<file path="src/design/aiop_pkg.sv">
// ----------------------------------------------------------------------------
// aiop_pkg
// Shared types, type codes, record kinds and per-type size helpers for the
// ASDU information object parser.
// ----------------------------------------------------------------------------
package aiop_pkg;

    // monitoring type identifiers
    localparam logic [7:0] TYPE_M_SP_NA = 8'd1;
    localparam logic [7:0] TYPE_M_DP_NA = 8'd3;
    localparam logic [7:0] TYPE_M_ME_NA = 8'd9;
    localparam logic [7:0] TYPE_M_ME_NB = 8'd11;
    localparam logic [7:0] TYPE_M_ME_NC = 8'd13;
    localparam logic [7:0] TYPE_M_IT_NA = 8'd15;
    localparam logic [7:0] TYPE_M_SP_TB = 8'd30;
    localparam logic [7:0] TYPE_M_DP_TB = 8'd31;
    localparam logic [7:0] TYPE_M_ME_TD = 8'd34;
    localparam logic [7:0] TYPE_M_ME_TE = 8'd35;
    localparam logic [7:0] TYPE_M_ME_TF = 8'd36;
    localparam logic [7:0] TYPE_M_IT_TB = 8'd37;

    // record kinds
    localparam logic [2:0] KIND_SINGLE = 3'd0;
    localparam logic [2:0] KIND_DOUBLE = 3'd1;
    localparam logic [2:0] KIND_NORM   = 3'd2;
    localparam logic [2:0] KIND_SCALED = 3'd3;
    localparam logic [2:0] KIND_FLOAT  = 3'd4;
    localparam logic [2:0] KIND_ITOTAL = 3'd5;
    localparam logic [2:0] KIND_NONE   = 3'd7;

    // header layout
    localparam logic [7:0] POS_TYPE    = 8'd0;
    localparam logic [7:0] POS_VSQ     = 8'd1;
    localparam logic [7:0] POS_CA_LO   = 8'd4;
    localparam logic [7:0] POS_CA_HI   = 8'd5;
    localparam logic [7:0] POS_SEQ_IOA = 8'd6;
    localparam logic [7:0] POS_MAX     = 8'd255;
    localparam logic [7:0] HDR_BYTES   = 8'd6;
    localparam logic [3:0] IOA_BYTES   = 4'd3;
    localparam logic [3:0] TIME_TAG    = 4'd7;

    // field masks
    localparam logic [7:0]  VSQ_COUNT_MASK = 8'h7f;
    localparam logic [7:0]  VSQ_SQ_MASK    = 8'h80;
    localparam logic [31:0] SP_VALUE_MASK  = 32'h01;
    localparam logic [31:0] DP_VALUE_MASK  = 32'h03;
    localparam logic [7:0]  PT_QUAL_MASK   = 8'hf0;

    typedef struct packed {
        logic [7:0] asdu_length;
        logic       first_byte;
        logic [7:0] data_byte;
    } item_t;

    function automatic logic [2:0] type_kind(input logic [7:0] t);
        logic [2:0] k;
        case (t)
            TYPE_M_SP_NA, TYPE_M_SP_TB: k = KIND_SINGLE;
            TYPE_M_DP_NA, TYPE_M_DP_TB: k = KIND_DOUBLE;
            TYPE_M_ME_NA, TYPE_M_ME_TD: k = KIND_NORM;
            TYPE_M_ME_NB, TYPE_M_ME_TE: k = KIND_SCALED;
            TYPE_M_ME_NC, TYPE_M_ME_TF: k = KIND_FLOAT;
            TYPE_M_IT_NA, TYPE_M_IT_TB: k = KIND_ITOTAL;
            default:                    k = KIND_NONE;
        endcase
        return k;
    endfunction

    function automatic logic has_time_tag(input logic [7:0] t);
        return (t == TYPE_M_SP_TB) || (t == TYPE_M_DP_TB) || (t == TYPE_M_ME_TD) ||
               (t == TYPE_M_ME_TE) || (t == TYPE_M_ME_TF) || (t == TYPE_M_IT_TB);
    endfunction

    // object data bytes without the address, zero for unsupported types
    function automatic logic [3:0] data_len(input logic [7:0] t);
        logic [3:0] base;
        case (type_kind(t))
            KIND_SINGLE, KIND_DOUBLE: base = 4'd1;
            KIND_NORM, KIND_SCALED:   base = 4'd3;
            KIND_FLOAT, KIND_ITOTAL:  base = 4'd5;
            default:                  base = 4'd0;
        endcase
        if (base != 4'd0 && has_time_tag(t)) begin
            base = base + TIME_TAG;
        end
        return base;
    endfunction

    // offset of the quality byte within the object data
    function automatic logic [3:0] quality_index(input logic [2:0] k);
        logic [3:0] q;
        case (k)
            KIND_SINGLE, KIND_DOUBLE: q = 4'd0;
            KIND_NORM, KIND_SCALED:   q = 4'd2;
            default:                  q = 4'd4;
        endcase
        return q;
    endfunction

endpackage

</file>
<file path="src/design/aiop_in_stage.sv">
// ----------------------------------------------------------------------------
// aiop_in_stage
// Input register: holds one byte transfer until the parse stage takes it.
// ----------------------------------------------------------------------------
module aiop_in_stage (
    input  logic           aclk,
    input  logic           aresetn,
    input  logic           s_tvalid,
    output logic           s_tready,
    input  aiop_pkg::item_t s_item,
    input  logic           take,
    output logic           item_valid,
    output aiop_pkg::item_t item
);
    import aiop_pkg::*;

    logic  vld_reg;
    logic  vld_next;
    item_t item_reg;

    assign s_tready   = !vld_reg || take;
    assign vld_next   = s_tready ? s_tvalid : vld_reg;
    assign item_valid = vld_reg;
    assign item       = item_reg;

    always_ff @(posedge aclk) begin
        if (!aresetn) begin
            vld_reg <= 1'b0;
        end else begin
            vld_reg <= vld_next;
        end
    end

    always_ff @(posedge aclk) begin
        if (s_tready && s_tvalid) begin
            item_reg <= s_item;
        end
    end

endmodule

</file>
<file path="src/design/aiop_parse.sv">
// ----------------------------------------------------------------------------
// aiop_parse
// Header decode, acceptance check and object assembly, one byte per cycle when
// the record output register is not stalled, with the record output register.
// ----------------------------------------------------------------------------
module aiop_parse (
    input  logic            aclk,
    input  logic            aresetn,
    input  logic            item_valid,
    input  aiop_pkg::item_t item,
    output logic            take,
    output logic            m_tvalid,
    input  logic            m_tready,
    output logic [2:0]      rec_kind,
    output logic [15:0]     rec_ca,
    output logic [24:0]     rec_addr,
    output logic [31:0]     rec_value,
    output logic [7:0]      rec_quality
);
    import aiop_pkg::*;

    logic [7:0]  pos_reg,    pos_next;
    logic [7:0]  type_reg,   type_next;
    logic [6:0]  count_reg,  count_next;
    logic        seq_reg,    seq_next;
    logic        acc_reg,    acc_next;
    logic [15:0] ca_reg,     ca_next;
    logic [24:0] addr_reg,   addr_next;
    logic [3:0]  bio_reg,    bio_next;
    logic [6:0]  done_reg,   done_next;
    logic [31:0] va_reg,     va_next;
    logic [7:0]  q_reg,      q_next;
    logic        ovld_reg,   ovld_next;
    logic [2:0]  okind_reg;
    logic [24:0] oaddr_reg;
    logic [31:0] oval_reg;
    logic [7:0]  oq_reg;

    logic        proc;
    logic        emit;
    logic [7:0]  pos;
    logic [7:0]  val;
    logic [2:0]  kind;
    logic [3:0]  dsz;
    logic [3:0]  hdr;
    logic [4:0]  total;
    logic [3:0]  d;
    logic [10:0] need;
    logic [10:0] room;
    logic [31:0] out_val;
    logic [7:0]  out_q;

    assign take  = !ovld_reg || m_tready;
    assign proc  = item_valid && take;
    assign val   = item.data_byte;
    assign pos   = item.first_byte ? POS_TYPE : pos_reg;
    assign kind  = type_kind(type_reg);
    assign dsz   = data_len(type_reg);
    assign hdr   = seq_reg ? 4'd0 : IOA_BYTES;
    assign total = {1'b0, hdr} + {1'b0, dsz};
    assign d     = bio_reg - hdr;
    assign need  = seq_reg ? ({7'd0, IOA_BYTES} + {4'd0, count_reg} * {7'd0, dsz})
                           : ({4'd0, count_reg} * {7'd0, IOA_BYTES + dsz});
    assign room  = {3'd0, item.asdu_length - HDR_BYTES};

    always_comb begin
        pos_next   = pos_reg;
        type_next  = type_reg;
        count_next = count_reg;
        seq_next   = seq_reg;
        acc_next   = acc_reg;
        ca_next    = ca_reg;
        addr_next  = addr_reg;
        bio_next   = bio_reg;
        done_next  = done_reg;
        va_next    = va_reg;
        q_next     = q_reg;
        emit       = 1'b0;
        if (proc) begin
            pos_next = (pos != POS_MAX) ? pos + 8'd1 : pos;
            if (pos == POS_TYPE) begin
                type_next = val;
                acc_next  = 1'b0;
            end else if (pos == POS_VSQ) begin
                count_next = 7'(val & VSQ_COUNT_MASK);
                seq_next   = (val & VSQ_SQ_MASK) != 8'd0;
            end else if (pos < POS_CA_LO) begin
                // cause of transmission and originator are ignored
            end else if (pos == POS_CA_LO) begin
                ca_next = {ca_reg[15:8], val};
            end else if (pos == POS_CA_HI) begin
                ca_next   = {val, ca_reg[7:0]};
                acc_next  = (item.asdu_length >= HDR_BYTES) && (dsz != 4'd0) &&
                            (count_reg != 7'd0) && (need <= room);
                bio_next  = 4'd0;
                done_next = 7'd0;
                addr_next = 25'd0;
                va_next   = 32'd0;
                q_next    = 8'd0;
            end else if (acc_reg) begin
                if (seq_reg && pos < POS_SEQ_IOA + 8'd3) begin
                    // shared base address of a sequence
                    case (pos[1:0])
                        2'd2:    addr_next = addr_reg | {17'd0, val};
                        2'd3:    addr_next = addr_reg | {9'd0, val, 8'd0};
                        default: addr_next = addr_reg | {1'd0, val, 16'd0};
                    endcase
                end else begin
                    if (bio_reg < hdr) begin
                        case (bio_reg[1:0])
                            2'd0:    addr_next = {17'd0, val};
                            2'd1:    addr_next = addr_reg | {9'd0, val, 8'd0};
                            default: addr_next = addr_reg | {1'd0, val, 16'd0};
                        endcase
                    end else begin
                        case (d)
                            4'd0:    va_next = {24'd0, val};
                            4'd1:    va_next = va_reg | {16'd0, val, 8'd0};
                            4'd2:    va_next = va_reg | {8'd0, val, 16'd0};
                            4'd3:    va_next = va_reg | {val, 24'd0};
                            default: va_next = va_reg;
                        endcase
                        if (d == quality_index(kind)) begin
                            q_next = val;
                        end
                    end
                    if ({1'b0, bio_reg} + 5'd1 < total) begin
                        bio_next = bio_reg + 4'd1;
                    end else begin
                        bio_next  = 4'd0;
                        emit      = 1'b1;
                        done_next = done_reg + 7'd1;
                        if (done_next >= count_reg) begin
                            acc_next = 1'b0;
                        end
                    end
                end
            end
        end
    end

    always_comb begin
        case (kind)
            KIND_SINGLE: begin
                out_val = va_next & SP_VALUE_MASK;
                out_q   = q_next & PT_QUAL_MASK;
            end
            KIND_DOUBLE: begin
                out_val = va_next & DP_VALUE_MASK;
                out_q   = q_next & PT_QUAL_MASK;
            end
            KIND_NORM, KIND_SCALED: begin
                out_val = {{16{va_next[15]}}, va_next[15:0]};
                out_q   = q_next;
            end
            default: begin
                out_val = va_next;
                out_q   = q_next;
            end
        endcase
    end

    assign ovld_next = take ? emit : ovld_reg;

    always_ff @(posedge aclk) begin
        if (!aresetn) begin
            pos_reg   <= 8'd0;
            type_reg  <= 8'd0;
            count_reg <= 7'd0;
            seq_reg   <= 1'b0;
            acc_reg   <= 1'b0;
            ca_reg    <= 16'd0;
            addr_reg  <= 25'd0;
            bio_reg   <= 4'd0;
            done_reg  <= 7'd0;
            va_reg    <= 32'd0;
            q_reg     <= 8'd0;
            ovld_reg  <= 1'b0;
        end else begin
            pos_reg   <= pos_next;
            type_reg  <= type_next;
            count_reg <= count_next;
            seq_reg   <= seq_next;
            acc_reg   <= acc_next;
            ca_reg    <= ca_next;
            // sequence mode steps the address after each completed object
            addr_reg  <= (emit && seq_reg) ? addr_next + 25'd1 : addr_next;
            bio_reg   <= bio_next;
            done_reg  <= done_next;
            va_reg    <= va_next;
            q_reg     <= q_next;
            ovld_reg  <= ovld_next;
        end
    end

    always_ff @(posedge aclk) begin
        if (emit) begin
            okind_reg <= kind;
            oaddr_reg <= addr_next;
            oval_reg  <= out_val;
            oq_reg    <= out_q;
        end
    end

    assign m_tvalid    = ovld_reg;
    assign rec_kind    = okind_reg;
    assign rec_ca      = ca_reg;
    assign rec_addr    = oaddr_reg;
    assign rec_value   = oval_reg;
    assign rec_quality = oq_reg;

endmodule

</file>
<file path="src/design/asdu_information_object_parser_core.sv">
// ----------------------------------------------------------------------------
// asdu_information_object_parser_core
// Streaming parser for monitoring ASDUs: one byte per transfer in, one record
// per completed information object out.
// ----------------------------------------------------------------------------
// path: the object's last byte passes the input register, then the parse step loads the record output register
// throughput: one byte per cycle while m_tready does not stall the record output register
// reset: synchronous active-low aresetn clears the header and object state
// and empties both the input and the output register
module asdu_information_object_parser_core (
    input  logic        aclk,
    input  logic        aresetn,
    input  logic        s_tvalid,
    output logic        s_tready,
    input  logic [15:0] s_tdata,   // data_byte[7:0], asdu_length[15:8]
    input  logic        s_tuser,   // first_byte
    output logic        m_tvalid,
    input  logic        m_tready,
    output logic [87:0] m_tdata,   // station_address[15:0], object_address[40:16],
                                   // raw_value[72:41], quality[80:73], zero[87:81]
    output logic [2:0]  m_tuser    // record_kind
);
    import aiop_pkg::*;

    item_t       s_item;
    item_t       item;
    logic        item_valid;
    logic        take;
    logic [2:0]  rec_kind;
    logic [15:0] rec_ca;
    logic [24:0] rec_addr;
    logic [31:0] rec_value;
    logic [7:0]  rec_quality;

    assign s_item.data_byte   = s_tdata[7:0];
    assign s_item.asdu_length = s_tdata[15:8];
    assign s_item.first_byte  = s_tuser;

    aiop_in_stage u_in (
        .aclk       (aclk),
        .aresetn    (aresetn),
        .s_tvalid   (s_tvalid),
        .s_tready   (s_tready),
        .s_item     (s_item),
        .take       (take),
        .item_valid (item_valid),
        .item       (item)
    );

    aiop_parse u_parse (
        .aclk        (aclk),
        .aresetn     (aresetn),
        .item_valid  (item_valid),
        .item        (item),
        .take        (take),
        .m_tvalid    (m_tvalid),
        .m_tready    (m_tready),
        .rec_kind    (rec_kind),
        .rec_ca      (rec_ca),
        .rec_addr    (rec_addr),
        .rec_value   (rec_value),
        .rec_quality (rec_quality)
    );

    assign m_tdata = {7'd0, rec_quality, rec_value, rec_addr, rec_ca};
    assign m_tuser = rec_kind;

endmodule
</file>
<file path="config.mk">
export PLATFORM = sky130hd
export DESIGN_NAME = asdu_information_object_parser_core
export DESIGN_NICKNAME = d
export VERILOG_FILES = /design/src/design/aiop_pkg.sv /design/src/design/aiop_in_stage.sv /design/src/design/aiop_parse.sv /design/src/design/asdu_information_object_parser_core.sv
export SDC_FILE = /design/constraint.sdc
export NUM_CORES = 1
export LEC_CHECK = 0
export ABC_AREA = 1
export BUFFER_PORTS_ARGS = -buffer_cell sky130_fd_sc_hd__buf_2
export CORE_ASPECT_RATIO = 0.75
export CORE_MARGIN = 4
export CORE_UTILIZATION = 28
export DETAILED_ROUTE_END_ITERATION = 7
export SLEW_MARGIN = 20
export SYNTH_ARGS = -nofsm -noshare
export SYNTH_HDL_FRONTEND = slang
export SYNTH_HIERARCHICAL = 1
export SYNTH_SLANG_ARGS = --single-unit
export TNS_END_PERCENT = 50
</file>
<file path="constraint.sdc">
create_clock -name aclk -period 6.5 [get_ports aclk]
set_clock_uncertainty 0.1 [all_clocks]
set_input_delay 1.3 -clock aclk [delete_from_list [all_inputs] [get_ports aclk]]
set_output_delay 1.3 -clock aclk [all_outputs]
set_load 0.01 [all_outputs]
</file>
==> results by group <==
Final layout
  • Layout cells sized above 1: 0.145
  • FILL cells: 4494
  • Area of the multi-input gates: 0.00614 mm^2
  • Layout Utilization: 0.329
  • Reg area: 0.00493 mm^2
  • Final nets: 1723
  • Synth-to-layout area growth: 15.2%
  • Inserted Diodes: 0

Synthesis
  • Post-synthesis async set-or-reset flop share: 0
  • Synth area leader: edfxtp_1
  • Netlist cell types: 66
  • Synth top cells by count: 251 x nand2_1, 200 x inv_1, 197 x nor2_1
  • Most used DFF post-synth: dfxtp_1
  • Synth area leaders: edfxtp_1 21%, dfxtp_1 20%, nand2_1 7.8%, ha_1 7.1%, inv_1 6.2%
  • Synthesized area: 0.0121 mm^2
  • Mean post-synth cell area: 7.99 um^2
  • Synthesized flop and latch total: 204
  • Synth Instances: 1514
  • Syn. warnings: 6
  • EDFF count, synth: 85
  • Seq/Total Area, Yosys: 0.408
  • Yosys top cell area share: 0.211
  • Most common cell in the synthesized netlist: nand2_1

Setup path
  • Critical path arrival: 6210 ps
  • Classification of the worst setup path: reg2reg
  • Slowest cell delay on critical path: 540 ps
  • Worst Path Max Fanout: 10
  • Crit-path slowest cell: fa_1
  • CP most frequent cell: nand2_1
  • Worst Path Required: 6800 ps
  • Startpoint types: flop
  • Critical Path Sink Type: flop

Routing
  • DR vias/cell: 4.79
  • Residual DRC count: 0
  • Final ANT Viol Nets: 0
  • Iter 0 DRT Violations: 988
  • Vias: 10500
  • Final WL: 35300 um
  • Avg WL per Cell: 16.1 um
  • Initial DRT Pass Iterations: 5

Die
  • Die area: 0.0466 mm^2
  • Core area: 0.0424 mm^2
  • Top-Level Pins: 114
  • Initial Utilization: 0.286
  • Die Ht: 188 um
  • Placement row count: 65
  • Chip width: 248 um

Power and ir drop
  • Leakage: 0.00623 uW
  • Sequential share of power: 0.491
  • NetSw: 667 uW
  • Comb power frac: 0.060
  • Worst vdd ir: 0.124 mV
  • Internal Power: 2100 uW
  • PD cells: 199 mW/mm^2
  • Clock share of power: 0.450
  • Net Sw Frac: 0.241

Job
  • Max cap viols: 0

Timing
  • Worst Tran Pin Value: 1030 ps
  • Final Max Slew Viols: 0
  • Slew HR: 0.309
  • Unrepaired setup endpoints after global routing: false
  • Period utilization: 0.909
  • Setup TNS: 0 ps
  • Final Critical Period: 5910 ps
  • Final Setup Violations: 0
  • Final Hold Vio Count: 0
  • Worst hold margin: 382 ps
  • Maximum clock frequency: 169 MHz

Global routing
  • Initial antenna violation count: 2
  • Vias in the first global route: 9730
  • Total GRT Usage: 0.145
  • First-pass GRT wire length: 54400 um
  • Gr ovfl total: 0
  • Largest net degree at the start of global routing: 61

Min path
  • Hold Crit Class: reg2reg

Place
  • Port bufs: 106
  • Detailed Place HPWL: 26000 um
  • Routability Congestion: 0.936

Run status
  • Outcome: finished, final reports clean

Clock tree
  • H-tree depth: 1
  • CTS tree: yes
  • Max Root-Sink Buffers: 3
  • Clock root buffer: clkbuf_16
  • Clk slew on worst S/H paths: 60 ps
  • CTS Sinks: 204
  • Latest clock arrival within the worst-skew pair: 530 ps
  • CTS Buf Count: 23
-- area by class of cell --
type / instances / share of cell area
clock buffer: 33 / 0.0454
inverter: 221 / 0.0601
multi-input combinational: 1047 / 0.441
tap: 569 / 0.0511
clock inverter: 9 / 0.00530
timing repair buffer: 114 / 0.0433
sequential: 204 / 0.354
-- routing by layer --
| metal | up-vias | wire (um) | global-route usage |
|---|---|---|---|
| li1 | 5192 | - | - |
| met1 | 4937 | 17500 | 0.224 |
| met2 | 345 | 14700 | 0.211 |
| met3 | 42 | 2650 | 0.0279 |
| met4 | 2 | 505 | 0.0239 |
| met5 | - | 13 | 0 |
-- path summary, 6_finish.rpt --
kind	endpoint	from	slack (ps)	cells past startpoint
worst min register to register	u_parse/done_reg[6]$_SDFFE_PN0P_	u_parse/done_reg[6]$_SDFFE_PN0P_	380	2
worst max register to register	u_parse/acc_reg$_SDFFE_PN0P_	u_parse/type_reg[3]$_SDFFE_PN0P_	590	37
worst max-delay path	u_parse/acc_reg$_SDFFE_PN0P_	u_parse/type_reg[3]$_SDFFE_PN0P_	590	37
worst min-delay path	u_parse/done_reg[6]$_SDFFE_PN0P_	u_parse/done_reg[6]$_SDFFE_PN0P_	380	2
-- cell families (layout without fill, tap and decap cells) --
group / after synthesis / after routing / share of synthesized area
AO/OA/AOI/OAI: 310 / 310 / 0.146
XOR/XNOR: 26 / 26 / 0.0188
adder cells (fa/ha/maj): 91 / 91 / 0.108
buffers and inverters: 269 / 377 / 0.0888
flip-flops: 204 / 204 / 0.408
multiplexers: 1 / 1 / 0.000827
other: 1 / 7 / 0.000310
AND/OR/NAND/NOR: 612 / 612 / 0.230
-- power by group through the flow --
stage                     Sequential [uW]  Combinational [uW]  Clock (uW)
after floorplan                      1380                 115           0
after global placement               1380                 158           0
after detailed placement             1380                 161           0
after CTS                            1360                 162        1280
after global routing                 1360                 185        1340
final                                1360                 165        1240
-- cell usage in the layout, fill, tap and decap left out, types with 6 or more instances in the layout --
cell,Yosys,layout
nand2_1,251,251
inv_1,200,198
nor2_1,197,192
dfxtp_1,119,119
o21ai_0,118,117
buf_2,5,106
a21oi_1,104,103
edfxtp_1,85,85
ha_1,69,69
nand3_1,55,55
clkbuf_16,0,23
nand4_1,23,23
fa_1,22,22
nor3_1,21,21
nor2_2,11,15
xor2_1,16,15
inv_2,10,13
nand2_2,11,11
o21ai_1,10,11
xnor2_1,10,10
a22oi_1,10,10
o22ai_1,10,10
o211ai_1,9,9
clkinv_1,7,8
clkbuf_1,30,8
nand3_2,8,8
o21a_1,8,8
conb_1,1,7
buf_4,7,7
nor2_4,5,6
o21ai_2,6,6
a31oi_1,6,6
-- critical path: cells and delay by family, from the launching register on --
| family | cells | cell delay, ps |
|---|---|---|
| and+or+nand+nor | 19 | 1690 |
| xor gates and xnor gates | 1 | 210 |
| AOI/OAI and AO/OA | 7 | 1080 |
| DFF | 1 | 390 |
| adders and majority gates | 5 | 1920 |
| buffers and inverters | 5 | 390 |
-- metrics by stage --
step / cells / total power, uW / cell area [um^2] / worst slack, ps
finish: 2197 / 2770 / 13900 / 589
CTS: 2195 / 2800 / 13900 / 323
global placement: 2153 / 1540 / 13200 / 542
detailed placement: 2153 / 1550 / 13200 / 343
global route: 2197 / 2880 / 13900 / 15.8
floorplan: 1520 / 1490 / 12100 / 1090
-- timing repair --
item | CTS | global route
setup buffers | 0 | 2
gates resized for setup | 0 | 8
hold buffers | 0 | 0
setup endpoints to repair | 0 | 1
(Power assumes the default switching activity.)
